**config.mk**
```make
export PLATFORM = sky130hd
export DESIGN_NAME = stepped_output_decay
export DESIGN_NICKNAME = d
export VERILOG_FILES = /design/src/sv/sod_pkg.sv /design/src/sv/sod_dser_mul.sv /design/src/sv/sod_step_ctl.sv /design/src/sv/sod_round.sv /design/src/sv/stepped_output_decay.sv
export SDC_FILE = /design/constraint.sdc
export NUM_CORES = 1
export LEC_CHECK = 0
export ABC_AREA = 1
export BUFFER_PORTS_ARGS = -buffer_cell sky130_fd_sc_hd__buf_2
export CORE_MARGIN = 4
export CORE_UTILIZATION = 50
export CTS_BUF_LIST = sky130_fd_sc_hd__clkbuf_16
export DETAILED_ROUTE_END_ITERATION = 16
export PLACE_DENSITY_LB_ADDON = 0.12
export SLEW_MARGIN = 20
export SYNTH_ARGS = -nofsm -noshare
export SYNTH_HDL_FRONTEND = slang
export SYNTH_HIERARCHICAL = 1
export SYNTH_SLANG_ARGS = --single-unit
```
**constraint.sdc**
```tcl
create_clock -name clk -period 3.65 [get_ports clk]
set_clock_uncertainty 0.05 [all_clocks]
set_input_delay 0 -clock clk [delete_from_list [all_inputs] [get_ports clk]]
set_output_delay 0 -clock clk [all_outputs]
set_load 0.02 [all_outputs]
```
**src/sv/sod_pkg.sv**
```systemverilog
// Types and constants shared by the stepped output decay block
package sod_pkg;

  localparam int CMD_W  = 16;
  localparam int FRAC_W = 16;
  localparam int CFG_W  = 16;
  localparam int IDX_W  = 2;

  // Configuration register indexes
  localparam logic [IDX_W-1:0] REG_SAMPLE_COUNT = 2'd0;
  localparam logic [IDX_W-1:0] REG_STEP_LENGTH  = 2'd1;
  localparam logic [IDX_W-1:0] REG_DECAY_FACTOR = 2'd2;

  typedef struct packed {
    logic signed [CMD_W-1:0] cmd_x;
    logic signed [CMD_W-1:0] cmd_y;
  } sod_in_t;

  typedef struct packed {
    logic signed [CMD_W-1:0] drive_x;
    logic signed [CMD_W-1:0] drive_y;
  } sod_out_t;

  typedef struct packed {
    logic [8:0]        sample_count;
    logic [15:0]       step_length;
    logic [FRAC_W-1:0] decay_factor;
  } sod_cfg_t;

endpackage

```
**src/sv/sod_dser_mul.sv**
```systemverilog
// Digit-serial unsigned multiplier, one 4-bit digit of b per cycle
module sod_dser_mul
  import sod_pkg::*;
#(
  parameter int WA = 16,
  parameter int WB = 16
) (
  input  logic             clk,
  input  logic             rst_n,
  input  logic             start,
  input  logic [WA-1:0]    a,
  input  logic [WB-1:0]    b,
  output logic             done,
  output logic [WA+WB-1:0] prod
);

  localparam int ND  = (WB + 3) / 4;
  localparam int WBP = ND * 4;
  localparam int NW  = $clog2(ND + 1);

  logic [WA-1:0]      a_r;
  logic [WA+WBP-1:0]  p_r, p_nxt;
  logic [NW-1:0]      cnt_r;
  logic               busy_r, done_r;
  logic [WA+3:0]      sum;
  logic [WA+WBP+3:0]  ext;

  // Add one partial product to the upper half, shift the pair right a digit
  always_comb begin
    sum   = {4'b0, p_r[WA+WBP-1:WBP]} + (WA+4)'(a_r) * (WA+4)'(p_r[3:0]);
    ext   = {sum, p_r[WBP-1:0]};
    p_nxt = ext[WA+WBP+3:4];
  end

  always_ff @(posedge clk) begin
    if (!rst_n) begin
      busy_r <= 1'b0;
      done_r <= 1'b0;
      cnt_r  <= '0;
    end else begin
      done_r <= busy_r && (cnt_r == NW'(1));
      if (start) begin
        busy_r <= 1'b1;
        cnt_r  <= NW'(ND);
      end else if (busy_r) begin
        cnt_r <= cnt_r - NW'(1);
        if (cnt_r == NW'(1)) begin
          busy_r <= 1'b0;
        end
      end
    end
  end

  // Load operands, then step the product register
  always_ff @(posedge clk) begin
    if (start) begin
      a_r <= a;
      p_r <= {{WA{1'b0}}, WBP'(b)};
    end else if (busy_r) begin
      p_r <= p_nxt;
    end
  end

  assign done = done_r;
  assign prod = p_r[WA+WB-1:0];

endmodule

```
**src/sv/sod_step_ctl.sv**
```systemverilog
// Step and sub-step counters with the previous command
module sod_step_ctl
  import sod_pkg::*;
#(
  parameter int MAX_STEPS = 256,
  parameter int SW        = 8
) (
  input  logic          clk,
  input  logic          rst_n,
  input  sod_cfg_t      cfg,
  input  logic          clr,
  input  logic          acc,
  input  sod_in_t       cmd,
  output logic [SW-1:0] step_index
);

  localparam int CW = (SW + 1 > 9) ? SW + 1 : 9;
  localparam logic [CW-1:0] MAX_N = CW'(MAX_STEPS);

  logic [SW-1:0] step_r, step_nxt;
  logic [15:0]   sub_r, sub_nxt;
  sod_in_t       prev_r;
  logic [CW-1:0] sc_ext, n_eff, last_step;
  logic [15:0]   slen_m1;
  logic          sub_end, step_end;

  // Clamp the register values to their working ranges
  always_comb begin
    sc_ext    = CW'(cfg.sample_count);
    n_eff     = (sc_ext == '0) ? CW'(1) : ((sc_ext > MAX_N) ? MAX_N : sc_ext);
    last_step = n_eff - CW'(1);
    slen_m1   = (cfg.step_length == 16'd0) ? 16'd0 : cfg.step_length - 16'd1;
    sub_end   = sub_r >= slen_m1;
    step_end  = CW'(step_r) >= last_step;
  end

  // Advance, wrap or restart the counters
  always_comb begin
    step_nxt = step_r;
    sub_nxt  = sub_r;
    if (clr) begin
      step_nxt = '0;
      sub_nxt  = '0;
    end else if (acc) begin
      if (sub_end && step_end) begin
        step_nxt = '0;
        sub_nxt  = '0;
      end else if (sub_end) begin
        step_nxt = step_r + SW'(1);
        sub_nxt  = '0;
      end else if (cmd != prev_r) begin
        step_nxt = '0;
        sub_nxt  = '0;
      end else begin
        sub_nxt = sub_r + 16'd1;
      end
    end
  end

  always_ff @(posedge clk) begin
    if (!rst_n) begin
      step_r <= '0;
      sub_r  <= '0;
      prev_r <= '0;
    end else begin
      step_r <= step_nxt;
      sub_r  <= sub_nxt;
      if (acc) begin
        prev_r <= cmd;
      end
    end
  end

  assign step_index = step_r;

endmodule

```
**src/sv/sod_round.sv**
```systemverilog
// Rounds one axis decrease and forms the attenuated drive value
module sod_round
  import sod_pkg::*;
#(
  parameter int PW = 40
) (
  input  logic                    clk,
  input  logic                    load,
  input  logic [PW-1:0]           prod,
  input  logic                    neg,
  input  logic [CMD_W-1:0]        mag,
  output logic signed [CMD_W-1:0] drive
);

  localparam int DW = PW - FRAC_W + 1;

  logic [DW-1:0]    dmag, dmag_r;
  logic             neg_r;
  logic [CMD_W-1:0] mag_r;
  logic [CMD_W:0]   diff;
  logic             too_big;

  // Floor of a negative quotient rounds the magnitude up
  assign dmag = DW'(prod[PW-1:FRAC_W]) + DW'(neg && (prod[FRAC_W-1:0] != '0));

  // Hold the rounded decrease for the final step
  always_ff @(posedge clk) begin
    if (load) begin
      dmag_r <= dmag;
      neg_r  <= neg;
      mag_r  <= mag;
    end
  end

  // Drop to zero when the decrease exceeds the command
  always_comb begin
    too_big = dmag_r > DW'(mag_r);
    diff    = (CMD_W+1)'(mag_r) - dmag_r[CMD_W:0];
    if (too_big) begin
      drive = '0;
    end else if (neg_r) begin
      drive = CMD_W'(-diff);
    end else begin
      drive = CMD_W'(diff);
    end
  end

endmodule

```
**src/sv/stepped_output_decay.sv**
```systemverilog
// Top level of the stepped output decay block
//
//  channel  direction  ports                           payload
//  in       input      in_valid, in_stall, in_data     sod_in_t  (cmd_x, cmd_y)
//  out      output     out_valid, out_stall, out_data  sod_out_t (drive_x, drive_y)
//  cfg      input      cfg_we, cfg_idx, cfg_wdata      sample_count, step_length, decay_factor
//
// One item at a time, sequenced through the digit-serial multipliers:
// decay_factor times step index first, then both axis magnitudes times that
// factor, four digits each.
// Reset (rst_n low, synchronous) clears the counters and previous command and
// loads the register defaults.
// The finished item waits in the output register; a new item is taken meanwhile.
module stepped_output_decay
  import sod_pkg::*;
#(
  parameter int MAX_STEPS = 256
) (
  input  logic             clk,
  input  logic             rst_n,
  input  logic             in_valid,
  output logic             in_stall,
  input  sod_in_t          in_data,
  output logic             out_valid,
  input  logic             out_stall,
  output sod_out_t         out_data,
  input  logic             cfg_we,
  input  logic [IDX_W-1:0] cfg_idx,
  input  logic [CFG_W-1:0] cfg_wdata
);

  localparam int SW = $clog2(MAX_STEPS);
  localparam int KW = FRAC_W + SW;
  localparam int PW = CMD_W + KW;

  localparam logic [1:0] S_IDLE = 2'd0;
  localparam logic [1:0] S_KMUL = 2'd1;
  localparam logic [1:0] S_AMUL = 2'd2;
  localparam logic [1:0] S_FIN  = 2'd3;

  logic [1:0]       state_r, state_nxt;
  sod_cfg_t         cfg_r;
  logic             cfg_clr;
  logic             acc;
  logic [SW-1:0]    step_index;
  logic [CMD_W-1:0] mag_x_r, mag_y_r;
  logic             neg_x_r, neg_y_r;
  logic             k_done, x_done, y_done;
  logic [KW-1:0]    f_k;
  logic [PW-1:0]    prod_x, prod_y;
  logic signed [CMD_W-1:0] drive_x, drive_y;
  logic             out_free;
  logic             out_valid_r;
  sod_out_t         out_data_r;

  assign acc      = in_valid && !in_stall;
  assign in_stall = state_r != S_IDLE;
  assign out_free = !out_valid_r || !out_stall;

  // Configuration registers; any valid write restarts the counters
  assign cfg_clr = cfg_we && (cfg_idx == REG_SAMPLE_COUNT || cfg_idx == REG_STEP_LENGTH ||
                              cfg_idx == REG_DECAY_FACTOR);

  always_ff @(posedge clk) begin
    if (!rst_n) begin
      cfg_r.sample_count <= 9'd1;
      cfg_r.step_length  <= 16'd1;
      cfg_r.decay_factor <= '0;
    end else if (cfg_we) begin
      case (cfg_idx)
        REG_SAMPLE_COUNT: cfg_r.sample_count <= cfg_wdata[8:0];
        REG_STEP_LENGTH:  cfg_r.step_length  <= cfg_wdata;
        REG_DECAY_FACTOR: cfg_r.decay_factor <= cfg_wdata;
        default: ;
      endcase
    end
  end

  sod_step_ctl #(.MAX_STEPS(MAX_STEPS), .SW(SW)) u_step_ctl (
    .clk        (clk),
    .rst_n      (rst_n),
    .cfg        (cfg_r),
    .clr        (cfg_clr),
    .acc        (acc),
    .cmd        (in_data),
    .step_index (step_index)
  );

  // Capture sign and magnitude of each axis
  always_ff @(posedge clk) begin
    if (acc) begin
      neg_x_r <= in_data.cmd_x[CMD_W-1];
      neg_y_r <= in_data.cmd_y[CMD_W-1];
      mag_x_r <= in_data.cmd_x[CMD_W-1] ? CMD_W'(-in_data.cmd_x) : in_data.cmd_x;
      mag_y_r <= in_data.cmd_y[CMD_W-1] ? CMD_W'(-in_data.cmd_y) : in_data.cmd_y;
    end
  end

  // Decay factor times step index
  sod_dser_mul #(.WA(FRAC_W), .WB(SW)) u_kmul (
    .clk   (clk),
    .rst_n (rst_n),
    .start (acc),
    .a     (cfg_r.decay_factor),
    .b     (step_index),
    .done  (k_done),
    .prod  (f_k)
  );

  // Axis magnitudes times the step factor
  sod_dser_mul #(.WA(KW), .WB(CMD_W)) u_xmul (
    .clk   (clk),
    .rst_n (rst_n),
    .start (k_done),
    .a     (f_k),
    .b     (mag_x_r),
    .done  (x_done),
    .prod  (prod_x)
  );

  sod_dser_mul #(.WA(KW), .WB(CMD_W)) u_ymul (
    .clk   (clk),
    .rst_n (rst_n),
    .start (k_done),
    .a     (f_k),
    .b     (mag_y_r),
    .done  (y_done),
    .prod  (prod_y)
  );

  sod_round #(.PW(PW)) u_round_x (
    .clk   (clk),
    .load  (x_done),
    .prod  (prod_x),
    .neg   (neg_x_r),
    .mag   (mag_x_r),
    .drive (drive_x)
  );

  sod_round #(.PW(PW)) u_round_y (
    .clk   (clk),
    .load  (y_done),
    .prod  (prod_y),
    .neg   (neg_y_r),
    .mag   (mag_y_r),
    .drive (drive_y)
  );

  // Sequence one item through the multipliers
  always_comb begin
    state_nxt = state_r;
    case (state_r)
      S_IDLE: if (acc)      state_nxt = S_KMUL;
      S_KMUL: if (k_done)   state_nxt = S_AMUL;
      S_AMUL: if (x_done)   state_nxt = S_FIN;
      S_FIN:  if (out_free) state_nxt = S_IDLE;
      default:              state_nxt = S_IDLE;
    endcase
  end

  always_ff @(posedge clk) begin
    if (!rst_n) begin
      state_r     <= S_IDLE;
      out_valid_r <= 1'b0;
    end else begin
      state_r <= state_nxt;
      if (state_r == S_FIN && out_free) begin
        out_valid_r <= 1'b1;
      end else if (!out_stall) begin
        out_valid_r <= 1'b0;
      end
    end
  end

  // Hand the finished item to the output register
  always_ff @(posedge clk) begin
    if (state_r == S_FIN && out_free) begin
      out_data_r.drive_x <= drive_x;
      out_data_r.drive_y <= drive_y;
    end
  end

  assign out_valid = out_valid_r;
  assign out_data  = out_data_r;

endmodule

```
==> results of run 1 <==
==> path summary, 6_finish.rpt <==
| check | from | to | slack, ps | cells past startpoint |
|---|---|---|---|---|
| worst max-delay path | u_xmul/prod[3]$_DFFE_PP_ | u_xmul/prod[37]$_SDFFE_PP0P_ | -220 | 19 |
| worst min-delay path | cfg_idx[0] | cfg_r[11]$_SDFFE_PN0P_ | 70 | 4 |
| worst max register to register | u_xmul/prod[3]$_DFFE_PP_ | u_xmul/prod[37]$_SDFFE_PP0P_ | -220 | 19 |
| worst min register to register | cfg_r[4]$_SDFFE_PN0P_ | u_kmul/a_r[4]$_DFFE_PP_ | 380 | 0 |
==> cell families after synthesis <==
group                    Yosys count  synth area share
XOR/XNOR                         139           0.03521
flip-flops                       432            0.3236
AND/OR/NAND/NOR                 2179            0.2702
adder cells (fa/ha/maj)          387            0.1789
AO/OA/AOI/OAI                    380           0.05844
buffers and inverters           1209            0.1337
==> cell type report <==
cell class	count	share of cell area
clock buffers	52	0.02984
clock inverters	42	0.008609
inverters	1128	0.09803
multi-input cells	3085	0.5032
flip-flops and latches	432	0.2568
well taps	931	0.02672
repair buffers	402	0.07685
==> power groups by stage <==
stage	sequential (W)	clock [W]	combinational, W
floorplan	0.00683	0	0.0101
global placement	0.00715	0	0.0148
detailed placement	0.00717	0	0.0149
CTS	0.00707	0.00520	0.0180
global route	0.00719	0.00543	0.0259
finish	0.00709	0.00508	0.0238
==> worst max-delay path, cell delays in order, from the launching register on <==
cell and delay [ps]:
edfxtp_1 500, buf_6 200, nand2_2 60, inv_2 40, fa_1 460, fa_1 570
inv_2 40, fa_1 530, inv_2 50, ha_4 310, nand2_4 80, nor2_4 140
nand3_2 120, nand2_4 110, buf_4 110, nand2_2 60, nand4_1 110, nand3_1 90
nand2_1 80, inv_1 40
==> timing repair <==
item	CTS	global route
pin swaps	117	390
endpoints found under the hold margin	120	0
resized for setup	307	603
buffers inserted	15	36
hold buffers	87	0
cloned	3	3
setup endpoints to repair	60	67
==> metrics by stage <==
step | std cells | power (W)
4_1_cts | 6033 | 0.03030
2_1_floorplan | 4726 | 0.01689
5_1_grt | 6072 | 0.03855
3_3_place_gp | 5834 | 0.02194
3_5_place_dp | 5834 | 0.02210
6_report | 6072 | 0.03599
==> placed cells by master, fill, tap and decap left out, types with 9 or more instances in the layout <==
cell type / n
a21oi_2: 28
nand2_1: 1045
edfxtp_1: 254
nand3_4: 17
nor2_1: 361
dlygate4sd3_1: 87
nor2_2: 57
xor2_2: 10
nor4_1: 15
o21ai_0: 114
nand2_2: 211
nand2_4: 89
buf_6: 38
o21ai_1: 35
nand3_1: 129
inv_1: 983
clkbuf_16: 53
nand3b_1: 15
inv_2: 140
nor3_1: 27
inv_4: 9
ha_4: 55
fa_1: 170
nor2_4: 54
ha_1: 153
clkinv_2: 9
a21oi_4: 22
nand3_2: 73
a21oi_1: 143
nand4_1: 40
fa_2: 9
buf_4: 175
dfxtp_1: 175
xor2_1: 92
xnor2_1: 36
buf_2: 88
==> registers in the layout, indices dropped and copies added, names as in the netlist, 25 cells and up <==
register           cells
u_round_x/dmag_r      25
out_data              32
u_round_y/dmag_r      25
u_xmul/prod           40
u_step_ctl/prev_r     32
u_ymul/prod           40
cfg_r                 41
==> routing by layer <==
metal / track usage / part of all wire
met5: 0 / 0
met2: 0.4125 / 0.48
met1: 0.3139 / 0.44
met4: 0.07993 / 0.035
met3: 0.02962 / 0.047
==> results by group, run 1 <==
Run status
  • Status: finished with violations
  • Failing checks: setup timing

Place
  • Gpl congestion: 0.9230
  • DP Worst Slack: -311.6 ps
  • Dpl cell area: 0.03720 mm2
  • I/O Buffers: 88
  • Post-detail-place hpwl: 67060 um

Clock network
  • Clock transition at path regs: 60 ps
  • Num CTS Buffers: 50
  • TritonCTS clock tree: built
  • CTS Buffer Depth: 3
  • Clock sink count: 432
  • H-Tree Level Count: 2
  • CTS root buffer: clkbuf_16
  • Clk Latency, worst-skew pair: 600 ps

Yosys
  • Yosys warns: 6
  • Cell taking the most area after synthesis: edfxtp_1
  • Post-synth top cells: nand2_1 (1302), inv_1 (1111), nor2_1 (409)
  • Seq/Total Area, Yosys: 0.3236
  • Most common flop cell mapped by yosys: edfxtp_1
  • Syn Nets: 5168
  • Avg Inst Size Synth: 7.317 um2
  • Synth area leaders: edfxtp_1 (22%), nand2_1 (14%), inv_1 (12%)
  • Async SR Flop Fraction: 0
  • Cells after Synth: 4726
  • Post-Syn Area: 0.03458 mm2
  • Cell with the most instances after synthesis: nand2_1
  • Yosys top cell area share: 0.2206
  • Post-synthesis cell type count: 56
  • Post-synth EDFFs: 254
  • Post-synthesis register bit count: 432

Power and ir drop
  • Net Sw Power: 0.01657 W
  • Max IR drop VDD: 0.7099 mV
  • Leakage power: 22.62 nW
  • Pwr dens: 825.4 mW/mm2
  • Sequential power share: 0.197
  • Part of the power in the clock network: 0.141
  • Comb pwr share: 0.662
  • Sw Share: 0.4604
  • Int Power: 0.01942 W

Cells and area
  • Layout cells sized above 1: 0.2361
  • Area of the multi-input gates: 0.02194 mm2
  • Final core occ: 0.6357
  • Storage cell area: 0.01120 mm2
  • Fill count: 5911
  • Final nets: 5541
  • Syn-to-layout area delta: 26.10%
  • Diode count: 0
  • Design area: 0.04360 mm2

Setup path
  • Setup crit start kind: register
  • CP arrival: 4310 ps
  • WP data required: 4100 ps
  • Setup CP Type: register to register
  • CP endpoint kind: register
  • Max FO, Critical Path: 7

Global routing
  • Global-route wire length before repair: 144700 um
  • Grt ovf: 0
  • Number of global-route vias before repair: 29060
  • Largest net degree at the start of global routing: 52
  • Antenna violations before repair: 0
  • Total track usage: 0.2395

Floorplan
  • Row count: 96
  • Initial Utilization: 0.5042
  • Die Ht: 271.0 um
  • Die X: 271.0 um
  • Die area: 0.07343 mm2
  • # IOs: 89
  • Core area: 0.06859 mm2

Worst hold path
  • Hold Crit Class: input pin to register

STA
  • Fin crit period: 3867 ps
  • Max-slew violations: 0
  • Slew of the pin with the lowest slew margin: 896.6 ps
  • Final WS setup: -217.5 ps
  • Final period util: 1.060
  • Setup TNS after final layout: -2910 ps
  • Achievable Freq: 258.6 MHz
  • Max-Slew Margin vs Limit: 0.4022
  • Final hold slack: 66.26 ps
  • Unrepaired setup endpoints after global routing: true
  • Setup Viol. Count Final: 36
  • Final hold viol count: 0

Routing
  • WL per Instance: 14.97 um
  • Vias post-DR: 29790
  • Total Routed Length: 90900 um
  • TritonRoute pass-1 iters: 8
  • Antenna viol nets, final: 0
  • DRC viols: 0
  • Initial DRC count: 1777
  • Vias/cell: 4.907

Job
  • Max cap viols: 0
Power figures use the tool's default switching activity.
==> inputs of run 2 (changes only) <==
BUFFER_PORTS_ARGS = unset   (was -buffer_cell sky130_fd_sc_hd__buf_2)
DONT_BUFFER_PORTS = 1   (was unset)
==> results by group, run 2 (same netlist as run 1, synthesis figures left out) <==
Power and ir drop
  • Max IR drop VDD: 0.7315 mV (was 0.7099 mV)
  • Pwr dens: 814.7 mW/mm2 (was 825.4 mW/mm2)
  • Net Sw Power: 0.01571 W (was 0.01657 W)
  • Sequential power share: 0.207 (was 0.197)
  • Pwr Total: 0.03456 W (was 0.03599 W)
  • Comb pwr share: 0.646 (was 0.662)
  • Leakage power: 21.99 nW (was 22.62 nW)
  • Int Power: 0.01885 W (was 0.01942 W)
  • Sw Share: 0.4545 (was 0.4604)
  • Part of the power in the clock network: 0.147 (was 0.141)

Clock network
  • CTS Buffer Depth: 3 (unchanged)
  • TritonCTS clock tree: built (unchanged)
  • Clock transition at path regs: 70 ps (was 60 ps)
  • H-Tree Level Count: 2 (unchanged)
  • Num CTS Buffers: 49 (was 50)
  • Clock sink count: 432 (unchanged)
  • Clk Latency, worst-skew pair: 590 ps (was 600 ps)
  • CTS root buffer: clkbuf_16 (unchanged)

Routing
  • TritonRoute pass-1 iters: 5 (was 8)
  • Vias post-DR: 29390 (was 29790)
  • Initial DRC count: 1747 (was 1777)
  • Antenna viol nets, final: 0 (unchanged)
  • WL per Instance: 15.07 um (was 14.97 um)
  • DRC viols: 0 (unchanged)
  • Total Routed Length: 90120 um (was 90900 um)
  • Vias/cell: 4.914 (was 4.907)

Global routing
  • Largest net degree at the start of global routing: 84 (was 52)
  • Grt ovf: 0 (unchanged)
  • Total track usage: 0.2404 (was 0.2395)
  • Global-route wire length before repair: 145400 um (was 144700 um)
  • Number of global-route vias before repair: 28540 (was 29060)
  • Antenna violations before repair: 1 (was 0)

Cells and area
  • Syn-to-layout area delta: 22.68% (was 26.10%)
  • Max reg flops: 41 (unchanged)
  • Most frequent cells in the layout: nand2_1 (1118), inv_1 (1025), nor2_1 (368) (was nand2_1 (1045), inv_1 (983), nor2_1 (361))
  • Layout cells sized above 1: 0.1897 (was 0.2361)
  • Biggest register: cfg_r (unchanged)
  • Commonest non-fill, non-tap cell in the layout: nand2_1 (unchanged)
  • Final nets: 5451 (was 5541)

Run status
  • Status: finished with violations (unchanged)
  • Failing checks: setup timing (unchanged)

STA
  • Fin crit period: 3841 ps (was 3867 ps)
  • Unrepaired setup endpoints after global routing: true (unchanged)
  • Final WS setup: -190.9 ps (was -217.5 ps)
  • Final hold viol count: 0 (unchanged)
  • Max-Slew Margin vs Limit: 0.3795 (was 0.4022)
  • Max-slew violations: 0 (unchanged)
  • Setup Viol. Count Final: 40 (was 36)
  • Slew of the pin with the lowest slew margin: 930.7 ps (was 896.6 ps)
  • Achievable Freq: 260.4 MHz (was 258.6 MHz)
  • Final period util: 1.052 (was 1.060)

Floorplan
  • Die X: 271.0 um (unchanged)
  • # IOs: 89 (unchanged)
  • Initial Utilization: 0.5042 (unchanged)
  • Row count: 96 (unchanged)
  • Core area: 0.06859 mm2 (unchanged)
  • Die Ht: 271.0 um (unchanged)
  • Die area: 0.07343 mm2 (unchanged)

Place
  • Post-detail-place hpwl: 66200 um (was 67060 um)
  • I/O Buffers: 0 (was 88)
  • DP Worst Slack: -322.8 ps (was -311.6 ps)
  • Gpl congestion: 0.9320 (was 0.9230)

Setup path
  • CP arrival: 4320 ps (was 4310 ps)
  • Setup CP Type: register to register (unchanged)
  • Worst Path Buf+Inv: 7 (was 6)
  • CP endpoint kind: register (unchanged)
  • Max FO, Critical Path: 5 (was 7)
  • CP max stage cell: fa_1 (unchanged)
  • CP Cell Sequence: buf_6, buf_16, buf_8, nand2_4, inv_2, fa_1, fa_1, inv_2, fa_1, inv_2, ha_4, nand2_4, nor2_4, nand2_2, nor2_2, nand2_2, nand3_1, nand2_1, nand3_1, nand2_1, inv_1 (was buf_6, nand2_2, inv_2, fa_1, fa_1, inv_2, fa_1, inv_2, ha_4, nand2_4, nor2_4, nand3_2, nand2_4, buf_4, nand2_2, nand4_1, nand3_1, nand2_1, inv_1)
  • WP data required: 4130 ps (was 4100 ps)
  • Crit-path leading delay family: adder cells (unchanged)
  • Setup crit start kind: register (unchanged)
  • Slowest stage delay, CP: 520 ps (was 570 ps)

Worst hold path
  • Hold Crit Class: input pin to register (unchanged)

Job
  • Max cap viols: 0 (unchanged)
## run 2: area by class of cell
cell class              instances  area, um2
diodes                          1      2.502
clock buffers                  50       1251
clock inverters                41      404.1
fillers                      6079      26170
inverters                    1128       4259
multi-input cells            3085      21240
flip-flops and latches        432      11200
well taps                     931       1165
repair buffers                313       2907
## run 2: path summary, 6_finish.rpt
path                                  from  depth (start not counted)  slack (ps)                      endpoint
setup / recovery  u_xmul/prod[2]$_DFFE_PP_                         21        -190  u_xmul/prod[37]$_SDFFE_PP0P_
hold reg to reg      cfg_r[7]$_SDFFE_PN0P_                          0         380       u_kmul/a_r[7]$_DFFE_PP_
hold / removal                cfg_wdata[0]                          3          30        cfg_r[16]$_SDFFE_PN1P_
setup reg to reg  u_xmul/prod[2]$_DFFE_PP_                         21        -190  u_xmul/prod[37]$_SDFFE_PP0P_
## run 2: power groups by stage
stage          Sequential (W)  Clock (W)  Combinational [W]
2_1_floorplan         0.00683          0             0.0101
3_3_place_gp          0.00723          0             0.0147
3_5_place_dp          0.00725          0             0.0148
4_1_cts               0.00715    0.00518             0.0180
5_1_grt               0.00728    0.00539             0.0244
6_report              0.00717    0.00507             0.0223
## run 2: tightest hold or removal path: stages
cell           delay (ps)
nand2_1                50
nand3_2                60
dlygate4sd3_1         530
## run 2: what timing repair did
action                                 CTS  global route
gates cloned                             5             1
resized for setup                      289           390
setup buffers                           20            23
hold buffers                            98             0
setup endpoints to repair               62            83
endpoints found under the hold margin  183             0
pin swaps                              128           174
## run 2: per-stage QoR
stage          cell area [um2]  utilization  setup TNS [ps]  cells  hold slack (ps)
2_1_floorplan            34660            -          -9.946   4726            48.87
3_3_place_gp             36790       0.5363           -7971   5744            42.65
3_5_place_dp             36790       0.5363           -9121   5744            42.63
4_1_cts                  41060       0.5986           -3755   5958           0.2637
5_1_grt                  42420       0.6185          -11770   5980            28.11
6_report                 42420       0.6185           -3608   5981            34.09
## run 2: layer usage
layer / part of all wire / GRT usage / wire [um]
met1: 0.44 / 0.3226 / 39570
met2: 0.48 / 0.4103 / 43520
met3: 0.048 / 0.02847 / 4307
met4: 0.030 / 0.07209 / 2722
met5: 0 / 0 / 0
